$ cat src/pfrc_pkg.sv
// Shared codes, widths and the update result type for the page frame reference count table.
`default_nettype none
package pfrc_pkg;

  localparam int unsigned FRAME_W  = 52;
  localparam int unsigned COUNT_W  = 16;
  localparam int unsigned OP_W     = 3;
  localparam int unsigned STATUS_W = 3;
  localparam int unsigned INDEX_W  = 32;

  localparam logic [COUNT_W-1:0] COUNT_MAX = '1;

  // Operation codes.
  localparam logic [OP_W-1:0] OP_MARK    = 3'd0;
  localparam logic [OP_W-1:0] OP_RETAIN  = 3'd1;
  localparam logic [OP_W-1:0] OP_RELEASE = 3'd2;
  localparam logic [OP_W-1:0] OP_QUERY   = 3'd3;
  localparam logic [OP_W-1:0] OP_CLEAR   = 3'd4;

  // Status codes.
  localparam logic [STATUS_W-1:0] ST_OK      = 3'd0;
  localparam logic [STATUS_W-1:0] ST_NULL    = 3'd1;
  localparam logic [STATUS_W-1:0] ST_OUTSIDE = 3'd2;
  localparam logic [STATUS_W-1:0] ST_REFUSED = 3'd3;
  localparam logic [STATUS_W-1:0] ST_UNREF   = 3'd4;

  // Outcome of one operation: the result beat and the write back to the table.
  typedef struct packed {
    logic                success;
    logic [COUNT_W-1:0]  count_now;
    logic                hand_back;
    logic [STATUS_W-1:0] status;
    logic                wr_en;
    logic [COUNT_W-1:0]  wr_count;
  } upd_t;

endpackage
`default_nettype wire

$ cat src/pfrc_update.sv
// Modify step of the read-modify-write: decides the new count and the result of one operation.
`default_nettype none
module pfrc_update (
  input  wire logic [pfrc_pkg::OP_W-1:0]    op,
  input  wire logic                         is_null,
  input  wire logic                         in_table,
  input  wire logic [pfrc_pkg::COUNT_W-1:0] cur,
  output pfrc_pkg::upd_t                    upd
);

  logic null_op;

  // Frame zero is null only for retain, release and query.
  assign null_op = is_null && (op == pfrc_pkg::OP_RETAIN || op == pfrc_pkg::OP_RELEASE ||
                               op == pfrc_pkg::OP_QUERY);

  always_comb begin
    upd = '0;
    upd.status = pfrc_pkg::ST_OK;
    if (op > pfrc_pkg::OP_CLEAR) begin
      upd = '0;
    end else if (null_op) begin
      upd.status = pfrc_pkg::ST_NULL;
    end else if (!in_table) begin
      upd.status    = pfrc_pkg::ST_OUTSIDE;
      upd.hand_back = (op == pfrc_pkg::OP_RELEASE);
    end else begin
      unique case (op)
        pfrc_pkg::OP_MARK: begin
          upd.success   = 1'b1;
          upd.count_now = pfrc_pkg::COUNT_W'(1);
          upd.wr_en     = 1'b1;
          upd.wr_count  = pfrc_pkg::COUNT_W'(1);
        end
        pfrc_pkg::OP_RETAIN: begin
          if (cur == '0 || cur == pfrc_pkg::COUNT_MAX) begin
            upd.status    = pfrc_pkg::ST_REFUSED;
            upd.count_now = cur;
          end else begin
            upd.success   = 1'b1;
            upd.count_now = cur + pfrc_pkg::COUNT_W'(1);
            upd.wr_en     = 1'b1;
            upd.wr_count  = cur + pfrc_pkg::COUNT_W'(1);
          end
        end
        pfrc_pkg::OP_RELEASE: begin
          if (cur == '0) begin
            upd.status = pfrc_pkg::ST_UNREF;
          end else begin
            upd.success   = 1'b1;
            upd.count_now = cur - pfrc_pkg::COUNT_W'(1);
            upd.hand_back = (cur == pfrc_pkg::COUNT_W'(1));
            upd.wr_en     = 1'b1;
            upd.wr_count  = cur - pfrc_pkg::COUNT_W'(1);
          end
        end
        pfrc_pkg::OP_QUERY: begin
          upd.success   = 1'b1;
          upd.count_now = cur;
        end
        default: begin
          // Clear.
          upd.success  = 1'b1;
          upd.wr_en    = 1'b1;
          upd.wr_count = '0;
        end
      endcase
    end
  end

endmodule
`default_nettype wire

$ cat config.mk
export PLATFORM = sky130hd
export DESIGN_NAME = pfrc_update
export DESIGN_NICKNAME = d
export VERILOG_FILES = /design/src/pfrc_pkg.sv /design/src/pfrc_update.sv
export SDC_FILE = /design/constraint.sdc
export NUM_CORES = 1
export LEC_CHECK = 0
export CELL_PAD_IN_SITES_DETAIL_PLACEMENT = 1
export CELL_PAD_IN_SITES_GLOBAL_PLACEMENT = 1
export CORE_MARGIN = 2
export CORE_UTILIZATION = 50
export DETAILED_ROUTE_END_ITERATION = 8
export DONT_BUFFER_PORTS = 1
export PLACE_DENSITY_LB_ADDON = 0.05
export RECOVER_POWER = 25
export SLEW_MARGIN = 20
export SYNTH_ARGS = -nofsm -noshare
export SYNTH_HDL_FRONTEND = slang
export SYNTH_SLANG_ARGS = --single-unit
$ cat constraint.sdc
create_clock -name vclk -period 4.86
set_input_delay 1.215 -clock vclk [all_inputs]
set_output_delay 1.215 -clock vclk [all_outputs]
set_load 0.005 [all_outputs]
==> results.toml <==
[critical_path]
worstSetupEndpoint = "upd[21]"
path_cells = "ha_1 -> nand4_1 -> or4_1 -> nand2_1 -> inv_4 -> ha_1 -> o22a_1 -> a21oi_1"
cp-startpoint = "cur[0]"
end_kind = "primary output"
cpMostUsedCell = "ha_1"
cp_num_buf_inv = 1
critPathLaunchType = "input pin"
cp.depth = 8
cp.required_ns = 3.64
crit_fanout = 10
path_delay_family = "simple AND/OR/NAND/NOR gates"
cp.arrival_ns = 3.36
cp_slowest_cell = "or4_1"
crit_path_max_incr_delay_ns = 0.59
crit_type = "input pin to primary output"

[pwr]
seqPwrFrac_pct = 0
comb_power_share_pct = 100.0
p_sw_share_pct = 59.5
pwr_density_cell_nw_per_um2 = 41.4
clockPowerShare_pct = 0
leakage_nw = 0.527
peakVddDrop_v = 0.0000203
power.total_mw = 0.0656
p_sw_mw = 0.0391
intPower_mw = 0.0266

[synth]
yosysTopAreaCell = "nand3_1"
synth_area_um2 = 1610
yosysWarningCount = 0
synth_cell_types = 58
synth_nets = 284
synthCells = 258
synth_top_area_share_pct = 5.90
yosys-top-cells-area = "nand3_1, nor3_1, o21ai_0"
yosysSeqAreaShare_pct = 0
avgSynthCellArea_um2 = 6.25

[final_layout]
mostFrequentLayoutCells = "nand2_1, nor2_1, nand3_1, nor3_1, o21ai_0"
final_cells = 285
nFlopsAndLatches = 0
final_nets = 269
syn2layout_area_growth_pct = -1.71
clkbuf_count = 0
drive_above_1_share_pct = 7.88
n_antenna_cell = 0
final_common_cell = "nand2_1"
regArea_um2 = 0
stdcell_area_um2 = 1590

[route]
routed-via-count = 2177
vias_per_cell = 7.64
routed_wl_mm = 6.56
drt-wirelength-per-cell_um = 23.0
drt-pass1-iter-count = 5
first_iter_violations = 185
ant_nets = 0
drc = 0

[global_route]
grt_max_degree = 16
grt_pass1_vias = 2003
grt_overflow = 0
grt_pass1_wl_mm = 10.2
antenna_found_initial = 0
track_usage_pct = 36.0

[timing]
fin_setup_tns_ns = 0
hold_viol = 0
period_minus_slack_ns = 4.57
timing.hold.ws_ns = 2.47
rsz0062_at_grt = "false"
layout_worst_path_cycle_share_pct = 94.1
setup_viol = 0
fmax_ghz = 0.219
drv_slew = 0
worstMarginPinSlew_ns = 0.982
relSlewSlack_pct = 34.2

[floorplan]
die_area_um2 = 3700
ios = 59
die_h_um = 60.8
core_um2 = 3050
initial_core_util_pct = 52.8
die_width_um = 60.8
rows = 20

[placed_design]
gp_congestion = 0.922
io_buffer_count = 0
placedCellCount = 285
dp_hpwl_mm = 5.02
place_area_um2 = 1600

[worst_hold_path]
hold_start = "op[2]"
hold_class = "input pin to primary output"

[clock_network]
holdBufCountCts = 0
cts_resized = 0
postCtsSetupRepairBufs = 0

[run_status]
outcome = "complete, no violations"

[run]
max_cap_violations = 0
[cells in the mapped netlist (all sizes together), types with 2 or more instances]
cell type  instances
a41oi              2
nor3b              2
a21boi             2
and3              11
nor3              21
o31ai              6
or4                3
a211oi             3
nor4b              3
and4               2
clkbuf            13
buf                8
o22ai              3
nor4               9
a21oi             13
inv                5
a21o               4
a31oi              7
ha                 5
nor2              21
o21a               3
nand3             19
o211ai             4
xnor2              2
a221oi             4
nor2b              3
and2               4
nand4              5
o221ai             3
o21ai             19
a22oi              3
nand2b             4
xor2               6
nand2             24
[power groups by stage]
stage / Combinational [mW] / Clock [mW] / Sequential [mW]
floorplan: 0.0667 / 0 / 0
global placement: 0.0619 / 0 / 0
detailed placement: 0.0647 / 0 / 0
CTS: 0.0648 / 0 / 0
global route: 0.0723 / 0 / 0
finish: 0.0656 / 0 / 0
[per-stage QoR]
step                util [%]  setup WS [ns]
global placement        52.5          0.521
finish                  51.9          0.286
global route            51.9          0.163
floorplan                  -          0.685
detailed placement      52.5          0.416
CTS                     52.5          0.412
[per-layer routing]
layer | global-route usage [%] | up-vias | part of all wire, %
met1 | 50.1 | 1086 | 40
met2 | 61.0 | 115 | 49
met4 | 8.70 | 0 | 1.6
li1 | - | 966 | -
met3 | 1.92 | 10 | 9.0
met5 | 0 | - | 0
[area by class of cell]
| cell class | instances | area (um2) |
|---|---|---|
| Fill cell | 436 | 1470 |
| Multi-Input combinational cell | 232 | 1480 |
| Tap cell | 44 | 55.1 |
| Timing Repair Buffer | 4 | 26.3 |
| Inverter | 5 | 21.3 |
[worst min path at each step]
stage,slack (ns),end,cells after the start
2_1_floorplan,2.47,upd[17],1
3_3_place_gp,2.47,upd[17],1
3_5_place_dp,2.47,upd[17],1
4_1_cts,2.47,upd[17],1
5_1_grt,2.47,upd[17],1
6_report,2.47,upd[17],1
[cells by family after synthesis]
group / synth area share, %
muxes: 0.698
and+or+nand+nor: 47.6
buffers and inverters: 7.21
adders and majority gates: 3.88
xor gates and xnor gates: 4.34
AOI/OAI and AO/OA: 36.2
No activity file was read; power rests on OpenSTA's default activity.
